`config.mk`:
```
export PLATFORM = sky130hd
export DESIGN_NAME = fixed_block_pool_allocator
export DESIGN_NICKNAME = d
export VERILOG_FILES = /design/src/hw/rtl/fbpa_pkg.sv /design/src/hw/rtl/fbpa_alu.sv /design/src/hw/rtl/fbpa_link_ram.sv /design/src/hw/rtl/fixed_block_pool_allocator.sv
export SDC_FILE = /design/constraint.sdc
export NUM_CORES = 2
export LEC_CHECK = 0
export BUFFER_PORTS_ARGS = -buffer_cell sky130_fd_sc_hd__buf_2
export CORE_UTILIZATION = 55
export DETAILED_ROUTE_END_ITERATION = 10
export PLACE_DENSITY = 0.68
export SLEW_MARGIN = 20
export SYNTH_ARGS = -nofsm -noshare
export SYNTH_HDL_FRONTEND = slang
export SYNTH_SLANG_ARGS = --single-unit
```
`constraint.sdc`:
```
create_clock -name clk -period 10.6 [get_ports clk]
set_clock_uncertainty 0.2 [all_clocks]
set_input_delay 0.53 -clock clk [delete_from_list [all_inputs] [get_ports clk]]
set_output_delay 0.53 -clock clk [all_outputs]
set_load 0.02 [all_outputs]
```
`src/hw/rtl/fbpa_pkg.sv`:
```
// ----------------------------------------------------------------------------
// fbpa_pkg
// shared widths, codes and helpers of the fixed block pool allocator
// ----------------------------------------------------------------------------
package fbpa_pkg;

  localparam int MAX_BLOCKS  = 256;
  localparam int ROUND_BYTES = 4;
  localparam int ADDR_W      = 32;

  localparam int IDX_W    = $clog2(MAX_BLOCKS);        // block index
  localparam int CNT_W    = $clog2(MAX_BLOCKS + 1);    // block count, free count
  localparam int SIZE_W   = 16;                        // block_size register
  localparam int STRIDE_W = SIZE_W + 1;                // rounded block size
  localparam int QUO_W    = IDX_W + 1;                 // release quotient
  localparam int STEP_W   = $clog2(QUO_W);             // step counter
  localparam int LINK_W   = IDX_W + 1;                 // link entry: valid + index
  localparam int STAT_W   = 2;
  localparam int CFG_IDX_W = 2;

  // status codes
  localparam logic [STAT_W-1:0] ST_OK    = 2'd0;
  localparam logic [STAT_W-1:0] ST_EMPTY = 2'd1;
  localparam logic [STAT_W-1:0] ST_BAD   = 2'd2;

  // configuration register indexes
  localparam logic [CFG_IDX_W-1:0] CFG_POOL_BASE   = 2'd0;
  localparam logic [CFG_IDX_W-1:0] CFG_BLOCK_SIZE  = 2'd1;
  localparam logic [CFG_IDX_W-1:0] CFG_BLOCK_COUNT = 2'd2;

  // operation codes
  localparam logic FUNC_ALLOC   = 1'b0;
  localparam logic FUNC_RELEASE = 1'b1;

  // block size rounded up to the word unit, zero treated as one byte
  function automatic logic [STRIDE_W-1:0] calc_stride(input logic [SIZE_W-1:0] size);
    logic [STRIDE_W-1:0] s;
    s = (size == '0) ? STRIDE_W'(1) : {1'b0, size};
    return STRIDE_W'(((s + STRIDE_W'(ROUND_BYTES - 1)) / STRIDE_W'(ROUND_BYTES))
                     * STRIDE_W'(ROUND_BYTES));
  endfunction

  // block count saturated to the pool capacity
  function automatic logic [CNT_W-1:0] calc_count(input logic [8:0] count);
    logic [CNT_W-1:0] c;
    c = (32'(count) > MAX_BLOCKS) ? CNT_W'(MAX_BLOCKS) : CNT_W'(count);
    return c;
  endfunction

endpackage

```
`src/hw/rtl/fbpa_alu.sv`:
```
// ----------------------------------------------------------------------------
// fbpa_alu
// shared add / subtract unit with carry out, used by the multiply, offset, range check and divide steps
// ----------------------------------------------------------------------------
module fbpa_alu (
  input  logic [fbpa_pkg::ADDR_W-1:0] op_a,
  input  logic [fbpa_pkg::ADDR_W-1:0] op_b,
  input  logic                        sub,
  output logic [fbpa_pkg::ADDR_W-1:0] result,
  output logic                        carry    // on subtract: op_a >= op_b
);

  logic [fbpa_pkg::ADDR_W:0] sum;
  logic [fbpa_pkg::ADDR_W-1:0] b_in;

  always_comb begin
    b_in = sub ? ~op_b : op_b;
    sum  = {1'b0, op_a} + {1'b0, b_in} + {{fbpa_pkg::ADDR_W{1'b0}}, sub};
  end

  assign result = sum[fbpa_pkg::ADDR_W-1:0];
  assign carry  = sum[fbpa_pkg::ADDR_W];

endmodule

```
`src/hw/rtl/fbpa_link_ram.sv`:
```
// ----------------------------------------------------------------------------
// fbpa_link_ram
// single write port, single registered read port RAM for the free list links
// ----------------------------------------------------------------------------
module fbpa_link_ram #(
  parameter int AW = 8,
  parameter int DW = 9
) (
  input  logic          clk,
  input  logic          wr_en,
  input  logic [AW-1:0] wr_addr,
  input  logic [DW-1:0] wr_data,
  input  logic          rd_en,
  input  logic [AW-1:0] rd_addr,
  output logic [DW-1:0] rd_data
);

  logic [DW-1:0] mem [2**AW];

  always_ff @(posedge clk) begin
    if (wr_en) begin
      mem[wr_addr] <= wr_data;
    end
  end

  always_ff @(posedge clk) begin
    if (rd_en) begin
      rd_data <= mem[rd_addr];
    end
  end

endmodule

```
`src/hw/rtl/fixed_block_pool_allocator.sv`:
```
// ----------------------------------------------------------------------------
// fixed_block_pool_allocator
// one pool of equal-sized blocks: LIFO free list plus a bump index
// ----------------------------------------------------------------------------
// sequence: allocate goes through S_ALOC alone when empty, then S_MUL off the bump
//   index, or S_LINK and S_MUL off the free list; release through S_OFS and S_CHK when
//   far out of range, else on through S_DIV and S_REL; one transaction at a time, the
//   next input is taken the cycle after the result moves to the output register, which
//   waits while m_tready holds it; the shared adder runs the shift-add multiply (8 steps) and the divide (9 steps)
// reset: synchronous; empty free list, 256 free blocks, link RAM not cleared
// ----------------------------------------------------------------------------
module fixed_block_pool_allocator (
  input  logic                              clk,
  input  logic                              rst,
  // input stream
  input  logic                              s_tvalid,
  output logic                              s_tready,
  input  logic [31:0]                       s_tdata,   // [31:0] block_addr
  input  logic                              s_tuser,   // [0] func
  // result stream
  output logic                              m_tvalid,
  input  logic                              m_tready,
  output logic [47:0]                       m_tdata,   // [1:0] status, [33:2] granted_addr,
                                                       // [42:34] free_blocks, rest zero
  // configuration write channel
  input  logic                              cfg_valid,
  output logic                              cfg_ready,
  input  logic [fbpa_pkg::CFG_IDX_W-1:0]    cfg_index,
  input  logic [31:0]                       cfg_data
);

  // sequencer states
  localparam logic [2:0] S_IDLE  = 3'd0;
  localparam logic [2:0] S_ALOC  = 3'd1;  // pick list head or bump index
  localparam logic [2:0] S_LINK  = 3'd2;  // link RAM data back, pop head
  localparam logic [2:0] S_MUL   = 3'd3;  // granted = base + idx * stride
  localparam logic [2:0] S_OFS   = 3'd4;  // offset = addr - base
  localparam logic [2:0] S_CHK   = 3'd5;  // quick range check against stride << 9
  localparam logic [2:0] S_DIV   = 3'd6;  // restoring divide, one quotient bit a cycle
  localparam logic [2:0] S_REL   = 3'd7;  // final checks, push onto the list

  localparam int AW = fbpa_pkg::ADDR_W;

  // configuration registers
  logic [AW-1:0]                  pool_base;
  logic [fbpa_pkg::SIZE_W-1:0]    block_size;
  logic [8:0]                     block_count;

  // pool state
  logic [fbpa_pkg::IDX_W-1:0]     free_head;
  logic                           head_valid;
  logic [fbpa_pkg::CNT_W-1:0]     unused_index;
  logic [fbpa_pkg::CNT_W-1:0]     free_count;

  // sequencer and datapath registers
  logic [2:0]                     state;
  logic                           done;       // result ready to be moved to output
  logic                           op;
  logic [AW-1:0]                  addr;
  logic [AW-1:0]                  acc;        // remainder on release, address on allocate
  logic [fbpa_pkg::QUO_W-1:0]     quo;
  logic [fbpa_pkg::IDX_W-1:0]     idx;
  logic [fbpa_pkg::STEP_W-1:0]    step;
  logic [fbpa_pkg::STAT_W-1:0]    status;

  // derived configuration
  logic [fbpa_pkg::STRIDE_W-1:0]  stride;
  logic [fbpa_pkg::CNT_W-1:0]     count;

  assign stride = fbpa_pkg::calc_stride(block_size);
  assign count  = fbpa_pkg::calc_count(block_count);

  // shared adder
  logic [AW-1:0] alu_a;
  logic [AW-1:0] alu_b;
  logic          alu_sub;
  logic [AW-1:0] alu_res;
  logic          alu_carry;
  logic [AW-1:0] stride_sh;

  assign stride_sh = AW'(stride) << step;

  always_comb begin
    alu_a   = acc;
    alu_b   = stride_sh;
    alu_sub = 1'b1;
    case (state)
      S_MUL: begin
        alu_sub = 1'b0;
        alu_b   = idx[step[fbpa_pkg::STEP_W-2:0]] ? stride_sh : '0;
      end
      S_OFS: begin
        alu_a = addr;
        alu_b = pool_base;
      end
      S_CHK: begin
        alu_b = AW'(stride) << fbpa_pkg::QUO_W;
      end
      default: begin
        alu_b = stride_sh;
      end
    endcase
  end

  fbpa_alu u_alu (
    .op_a   (alu_a),
    .op_b   (alu_b),
    .sub    (alu_sub),
    .result (alu_res),
    .carry  (alu_carry)
  );

  // free list link store
  logic                        ram_wr_en;
  logic [fbpa_pkg::LINK_W-1:0] ram_rd_data;
  logic                        rel_bad;

  assign rel_bad = (free_count >= count) || (quo >= fbpa_pkg::QUO_W'(count)) || (acc != '0);
  assign ram_wr_en = (state == S_REL) && !rel_bad;

  fbpa_link_ram #(
    .AW (fbpa_pkg::IDX_W),
    .DW (fbpa_pkg::LINK_W)
  ) u_link_ram (
    .clk     (clk),
    .wr_en   (ram_wr_en),
    .wr_addr (quo[fbpa_pkg::IDX_W-1:0]),
    .wr_data ({head_valid, free_head}),
    .rd_en   (state == S_ALOC),
    .rd_addr (free_head),
    .rd_data (ram_rd_data)
  );

  // handshakes: config is always taken, input only when the sequencer is idle with no result waiting
  assign cfg_ready = 1'b1;
  assign s_tready  = (state == S_IDLE) && !done;

  logic out_load;
  assign out_load = done && (!m_tvalid || m_tready);

  // new block count as seen by a pool re-init on a config write
  logic [fbpa_pkg::CNT_W-1:0] cfg_count;
  assign cfg_count = (cfg_index == fbpa_pkg::CFG_BLOCK_COUNT) ?
                     fbpa_pkg::calc_count(cfg_data[8:0]) : count;

  always_ff @(posedge clk) begin
    if (rst) begin
      pool_base    <= '0;
      block_size   <= fbpa_pkg::SIZE_W'(4);
      block_count  <= 9'(fbpa_pkg::MAX_BLOCKS);
      free_head    <= '0;
      head_valid   <= 1'b0;
      unused_index <= '0;
      free_count   <= fbpa_pkg::CNT_W'(fbpa_pkg::MAX_BLOCKS);
      state        <= S_IDLE;
      done         <= 1'b0;
      m_tvalid     <= 1'b0;
    end else begin
      // output register
      if (out_load) begin
        m_tvalid <= 1'b1;
        done     <= 1'b0;
      end else if (m_tready) begin
        m_tvalid <= 1'b0;
      end

      // a valid config write to pool_base, block_size or block_count re-initializes the pool
      if (cfg_valid && cfg_ready) begin
        if (cfg_index == fbpa_pkg::CFG_POOL_BASE || cfg_index == fbpa_pkg::CFG_BLOCK_SIZE ||
            cfg_index == fbpa_pkg::CFG_BLOCK_COUNT) begin
          head_valid   <= 1'b0;
          free_head    <= '0;
          unused_index <= '0;
          free_count   <= cfg_count;
        end
        unique case (cfg_index)
          fbpa_pkg::CFG_POOL_BASE:   pool_base   <= cfg_data;
          fbpa_pkg::CFG_BLOCK_SIZE:  block_size  <= cfg_data[fbpa_pkg::SIZE_W-1:0];
          fbpa_pkg::CFG_BLOCK_COUNT: block_count <= cfg_data[8:0];
          default: ;
        endcase
      end

      unique case (state)
        S_IDLE: begin
          if (s_tvalid && s_tready) begin
            op    <= s_tuser;
            addr  <= s_tdata;
            state <= (s_tuser == fbpa_pkg::FUNC_RELEASE) ? S_OFS : S_ALOC;
          end
        end
        S_ALOC: begin
          acc  <= pool_base;
          step <= fbpa_pkg::STEP_W'(fbpa_pkg::IDX_W - 1);
          if (free_count != '0 && head_valid) begin
            idx   <= free_head;
            state <= S_LINK;
          end else if (free_count != '0 && unused_index < count) begin
            idx          <= unused_index[fbpa_pkg::IDX_W-1:0];
            unused_index <= unused_index + fbpa_pkg::CNT_W'(1);
            free_count   <= free_count - fbpa_pkg::CNT_W'(1);
            state        <= S_MUL;
          end else begin
            status <= fbpa_pkg::ST_EMPTY;
            done   <= 1'b1;
            state  <= S_IDLE;
          end
        end
        S_LINK: begin
          free_head  <= ram_rd_data[fbpa_pkg::IDX_W-1:0];
          head_valid <= ram_rd_data[fbpa_pkg::IDX_W];
          free_count <= free_count - fbpa_pkg::CNT_W'(1);
          state      <= S_MUL;
        end
        S_MUL: begin
          acc <= alu_res;
          if (step == '0) begin
            status <= fbpa_pkg::ST_OK;
            done   <= 1'b1;
            state  <= S_IDLE;
          end else begin
            step <= step - fbpa_pkg::STEP_W'(1);
          end
        end
        S_OFS: begin
          acc   <= alu_res;
          state <= S_CHK;
        end
        S_CHK: begin
          // offset at or beyond stride * 512 can never be in the pool
          quo  <= '0;
          step <= fbpa_pkg::STEP_W'(fbpa_pkg::QUO_W - 1);
          if (alu_carry) begin
            status <= fbpa_pkg::ST_BAD;
            done   <= 1'b1;
            state  <= S_IDLE;
          end else begin
            state <= S_DIV;
          end
        end
        S_DIV: begin
          if (alu_carry) begin
            acc       <= alu_res;
            quo[step] <= 1'b1;
          end
          if (step == '0) begin
            state <= S_REL;
          end else begin
            step <= step - fbpa_pkg::STEP_W'(1);
          end
        end
        S_REL: begin
          if (rel_bad) begin
            status <= fbpa_pkg::ST_BAD;
          end else begin
            status     <= fbpa_pkg::ST_OK;
            free_head  <= quo[fbpa_pkg::IDX_W-1:0];
            head_valid <= 1'b1;
            free_count <= free_count + fbpa_pkg::CNT_W'(1);
          end
          done  <= 1'b1;
          state <= S_IDLE;
        end
        default: begin
          state <= S_IDLE;
        end
      endcase
    end
  end

  // result payload
  logic [AW-1:0] granted;
  assign granted = (op == fbpa_pkg::FUNC_ALLOC && status == fbpa_pkg::ST_OK) ? acc : '0;

  always_ff @(posedge clk) begin
    if (out_load) begin
      m_tdata <= {5'd0, free_count, granted, status};
    end
  end

endmodule

```
After elaboration in Yosys (flattened, before gate mapping) --
Memories as Yosys holds them, arrays and structs flattened. A register that Yosys moved wholly into a read port is not among the register bits. Cells that the tools add are included.
Operators by class: $add $sub $neg 7, magnitude comparators 8, eq/ne operators 17, shifts and indexed selects 1, muxes and demuxes 64, bitwise operators 4, reduce and logical (&&, ||, !) cells 41
Operator list (count):
- $pmux W32 S3 | 2
- $mux W32 | 4
- $mux W9 | 14
- $mux W8 | 5
- $add A32 B32 Y33 | 1
- $add A33 B1 Y33 | 1
- $not A32 Y32 | 1
- $reduce_bool A32 Y1 | 1
- $shl A17 B4 Y32 | 1
- $pmux W9 S3 | 1
- $pmux W3 S8 | 1
- $add A9 B1 Y9 const B | 2
- $ge A9 B9 Y1 | 2
- $gt A9 B9 Y1 const B | 2
- $pmux W9 S2 | 1
- $reduce_and A3 Y1 | 6
- $add A16 B2 Y17 const B | 1
- $logic_not A16 Y1 | 1
- $mux W16 | 1
- $pmux W8 S2 | 1
- $mux W1 | 15
- $mux W3 | 5
- $mux W2 | 7
- $eq A3 B3 Y1 const B | 4
- other kinds (34) | 62
Word-level totals: register bits 220, memory bits (writable) 2304, output and inout bits 51, memories kept 1
Memories:
- u_link_ram.mem | depth 256, bits a word 9, read ports 1, clocked after Yosys merged registers in 1, wr ports 1, line fbpa_link_ram.sv:18 | logic [DW-1:0] mem [2**AW];

Depth between registers and ports, before layout --
word-level depth 12, depth in mapped cells 22, mapped depth without buffers 19

Cells and area by module --
A second synthesis with hierarchy kept.
Second synthesis, totals: cells, all modules 5754, area, all modules 103419.2 um^2
By module, submodules not included:
- fbpa_link_ram | times used 1, cells an instance 4237, area an instance 89368.2 um^2
- fixed_block_pool_allocator | times used 1, cells an instance 1217, area an instance 11950.2 um^2
- fbpa_alu | times used 1, cells an instance 300, area an instance 2100.8 um^2

Worst setup path after synthesis --
Ideal clock, no wire load.
path type reg-to-reg, start register free_head[0] (netlist bit), end register u_link_ram.rd_data[8] (read register of u_link_ram.mem) (data pin), library setup time 0.290 ns, data arrival time 6.447 ns, setup slack 3.663 ns, cell stages (with the launch flop) 7, buffers on the path 2, path through dfxtp_1 -> buf_2 -> buf_1 -> mux4_2 -> mux4_2 -> mux4_2 -> mux4_2
RTL lines:
- start: declaration | line fixed_block_pool_allocator.sv:50 | logic [fbpa_pkg::IDX_W-1:0] free_head;
- start signal: assignment | line fixed_block_pool_allocator.sv:210 | free_head <= ram_rd_data[fbpa_pkg::IDX_W-1:0];
- start signal: assignment | line fixed_block_pool_allocator.sv:257 | free_head <= quo[fbpa_pkg::IDX_W-1:0];
- end: declaration | line fbpa_link_ram.sv:15 | output logic [DW-1:0] rd_data

Final worst setup path --
start register step[2] (netlist bit), end register quo[7] (netlist bit), enable pin
On the way: cells in the longest elaborated chain, start to end 10
Ends and longest elaborated chain:
- start: declaration | line fixed_block_pool_allocator.sv:63 | logic [fbpa_pkg::STEP_W-1:0] step;
- start signal: assignment | line fixed_block_pool_allocator.sv:194 | step <= fbpa_pkg::STEP_W'(fbpa_pkg::IDX_W - 1);
- start signal: assignment | line fixed_block_pool_allocator.sv:222 | step <= step - fbpa_pkg::STEP_W'(1);
- start signal: assignment | line fixed_block_pool_allocator.sv:232 | step <= fbpa_pkg::STEP_W'(fbpa_pkg::QUO_W - 1);
- $bmux W1 S3 | line fixed_block_pool_allocator.sv:90 | alu_b = idx[step[fbpa_pkg::STEP_W-2:0]] ? stride_sh : '0;
- $mux W1 (not written as such) | line fixed_block_pool_allocator.sv:90
- $mux W32 | line fixed_block_pool_allocator.sv:90
- $pmux W32 S3 (*) | line fixed_block_pool_allocator.sv:87 | case (state)
- $not A32 Y32 | line fbpa_alu.sv:17 | b_in = sub ? ~op_b : op_b;
- $mux W32 (*) | line fbpa_alu.sv:17
- $add A32 B32 Y33 (*) | line fbpa_alu.sv:18 | sum = {1'b0, op_a} + {1'b0, b_in} + {{fbpa_pkg::ADDR_W{1'b0}}, sub};
- $add A33 B1 Y33 (*) | line fbpa_alu.sv:18
- $ne A2 B1 Y1 (no source line) (*)
- $reduce_and A3 Y1 (no source line) (*)
- end signal: assignment | line fixed_block_pool_allocator.sv:231 | quo <= '0;
- end signal: indexed assignment | line fixed_block_pool_allocator.sv:244 | quo[step] <= 1'b1;
- end: declaration | line fixed_block_pool_allocator.sv:61 | logic [fbpa_pkg::QUO_W-1:0] quo;
Mark *: on every way between the ends. The rest lies on a longest branch, timed or not. The select of a mux whose other input is x is not followed. A chain may end at the register's enable or synchronous reset.

==> metrics.txt <==
status=completed; fin crit share=0.632; share of post-route cells with drive strength above 1=0.251; Die Wd=434 um; Clock Tree Root=clkbuf_16; WHS=156 ps; Switch Pwr=6.16 mW; WL final=232000 um; vias in the first global route=50699; number of non-filler instances in the completed layout=8030; initial antenna violation count=5; Hold Crit Class=primary input to flop; CTS tree=done; die footprint=188000 sq um; port bufs=about 120; CTS max path bufs=3; crit path time final=6700 ps; Overflow after GRT=0; fmax=149 MHz; placed cells=around 7500; CP endpoint kind=flop; clk sinks=2533; vias post-DR=50794; worst setup path class=flop to flop; Static Leak=35.1 nW; Async S/R FF share, synth=0; first-pass GRT wire length=between 300000 and 400000 um; Area Overhead vs Synth=11.6%; DP Wirelength=approximately 140000 um; Post-synth EDFFs=2444; Least-Margin Pin Slew=around 1100 ps; main area contributors after synthesis=edfxtp_1 (72%), mux4_2 (17%), dfxtp_1 (1.7%); distinct cell type count after synthesis=70; DRT iter0 DRCs=~5500; CORE AREA=about 190000 sq um; total internal power=17.7 mW; power per cell area=209 nW/um^2; die height=434 um; worst skew pair latency=880 ps; prevailing post-synth register cell=edfxtp_1; Clock transition at path regs=60 ps; cells on worst reg2reg path=18; Avg WL per Cell=~29 um; Row Count=between 150 and 200; GRT Overall Usage=0.250; # nets final=5479; initial core utilization=0.553; area share of the largest cell type after synthesis=0.717; Final setup viols=0; FILL cells=between 10000 and 15000; largest net degree at the start of global routing=208; most common cell in the netlist=edfxtp_1; number of vias per cell=6.33; Critical Path RT=10880 ps; TritonCTS buffer count=240; Routed Antenna Nets=0; Pre-Repair DR Iteration Count=5; Post-CTS Hold Fix Bufs=70; area leader, netlist=edfxtp_1; Avg Cell Area, Syn=19.9 sq um; clock power share=0.355; synth cell count leaders=edfxtp_1 (2444), mux4_2 (769), nor2_1 (372); # IOs=between 100 and 150; Reg power frac=0.489; gpl congestion=0.929; Peak VDD IR=0.177 mV; Sw Ratio=0.258; Worst slew margin=0.247; Logic pwr share=0.156; TNS Setup=0 ps; Finished Core Util=0.617; RSZ-0062 raised after global routing=false; CP Max Fanout=29; Mapped Area=102000 sq um; post-CTS resize count=0; DRC=0; register area share after synthesis=0.734; crit path DAT=6980 ps; WHS Path Cells=5; htree depth=4; Slew Limit Fails=0; Fin. Hold Viols=0; Yosys warning total=0; crit path launch type=flop; Max-cap violations=0; Synth Instances=around 5000; Setup Fix Bufs, Post-CTS=0; synthesized flop and latch total=2533
## cell type report
class,count,area [sq um],area share
timing repair buffer,265,2060,0.0181
antenna,2,5.00,0.0000438
clock buffer,291,6210,0.0543
sequential,2533,75200,0.658
clock inverter,158,1600,0.0140
multi-input combinational,2271,26000,0.227
tap,2480,3100,0.0272
inverter,30,113,0.000985
## critical path, cell delays in order (launching register included)
cell and delay [ps]:
edfxtp_1 1080, inv_1 540, nand2_1 160, and3_1 300, nor2_1 150, nand2_1 290, nor2_1 110, a22oi_1 240
xnor2_1 100, ha_1 380, a21oi_1 100, and4b_1 300, o21ai_0 140, a211o_1 330, a211oi_1 390, o21ai_0 220
a41oi_1 420, o21bai_1 100, a21oi_1 780
## layer usage
| layer | GRT usage | part of all wire | up-vias |
|---|---|---|---|
| li1 | - | - | 21576 |
| met1 | 0.366 | 0.41 | 26985 |
| met2 | 0.396 | 0.49 | 1885 |
| met3 | 0.0387 | 0.070 | 344 |
| met4 | 0.0702 | 0.026 | 4 |
| met5 | 0 | 0.000065 | - |
## state kept, by name, summed over array words and instances, names as in the netlist, 2 cells and up
signal and cells:
pool_base 32, u_link_ram.mem 2304, unused_index 9, quo 9, idx 8, addr 32, u_link_ram.rd_data 9, state 3
step 4, free_head 8, m_tdata 43, acc 32, free_count 9, block_count 9, status 2, block_size 16
## cells in the final DEF (no fill, tap or decap), drive strengths merged, types with 10 or more instances in the layout
| master | count |
|---|---|
| a21o | 20 |
| nand2b | 17 |
| nand3 | 39 |
| and3 | 17 |
| bufinv | 23 |
| o31ai | 12 |
| clkinv | 113 |
| edfxtp | 2444 |
| or3 | 11 |
| nor2b | 18 |
| o211ai | 13 |
| mux2 | 47 |
| o21ai | 100 |
| a31oi | 11 |
| clkbuf | 291 |
| dlygate4sd3 | 70 |
| mux2i | 16 |
| a22oi | 20 |
| nor3 | 34 |
| a211oi | 12 |
| nor4 | 20 |
| clkinvlp | 14 |
| and2 | 38 |
| a21oi | 172 |
| nand4 | 10 |
| xor2 | 15 |
| ha | 65 |
| dfxtp | 89 |
| mux4 | 769 |
| xnor2 | 52 |
| nor2 | 372 |
| buf | 195 |
| nand2 | 262 |
| inv | 38 |
## metrics by stage
stage	power [mW]	setup WS (ps)	instance area (sq um)
final	23.9	3900	114000
after global routing	24.7	3470	114000
after CTS	24.0	3660	114000
after floorplan	14.5	3660	102000
after detailed placement	15.6	3710	106000
after global placement	15.5	3790	106000
## cell families (layout without fill, tap and decap cells)
| logic type | after synthesis | after routing | share of synthesized area |
|---|---|---|---|
| buf+inv | 340 | 744 | 0.0134 |
| simple gates | 872 | 872 | 0.0374 |
| fa+ha+maj | 66 | 66 | 0.00814 |
| flops | 2533 | 2533 | 0.734 |
| mux | 832 | 832 | 0.176 |
| other cells | 2 | 8 | 0.0000733 |
| xor+xnor | 67 | 67 | 0.00573 |
| compound gates | 428 | 428 | 0.0254 |
## power groups by stage
stage	sequential (mW)	clock, mW	combinational, mW
4_1_cts	11.7	8.59	3.73
5_1_grt	11.7	8.96	4.00
3_3_place_gp	11.9	0	3.62
2_1_floorplan	12.0	0	2.43
6_report	11.7	8.48	3.73
3_5_place_dp	11.9	0	3.69
## final timing paths
check	from	end	slack, ps
max	step[2]	quo[7]	3900
min	cfg_index[0]	free_count[4]	160
max reg2reg	step[2]	quo[7]	3900
min reg2reg	block_count[7]	block_count[7]	260
Power figures use the tool's default switching activity.
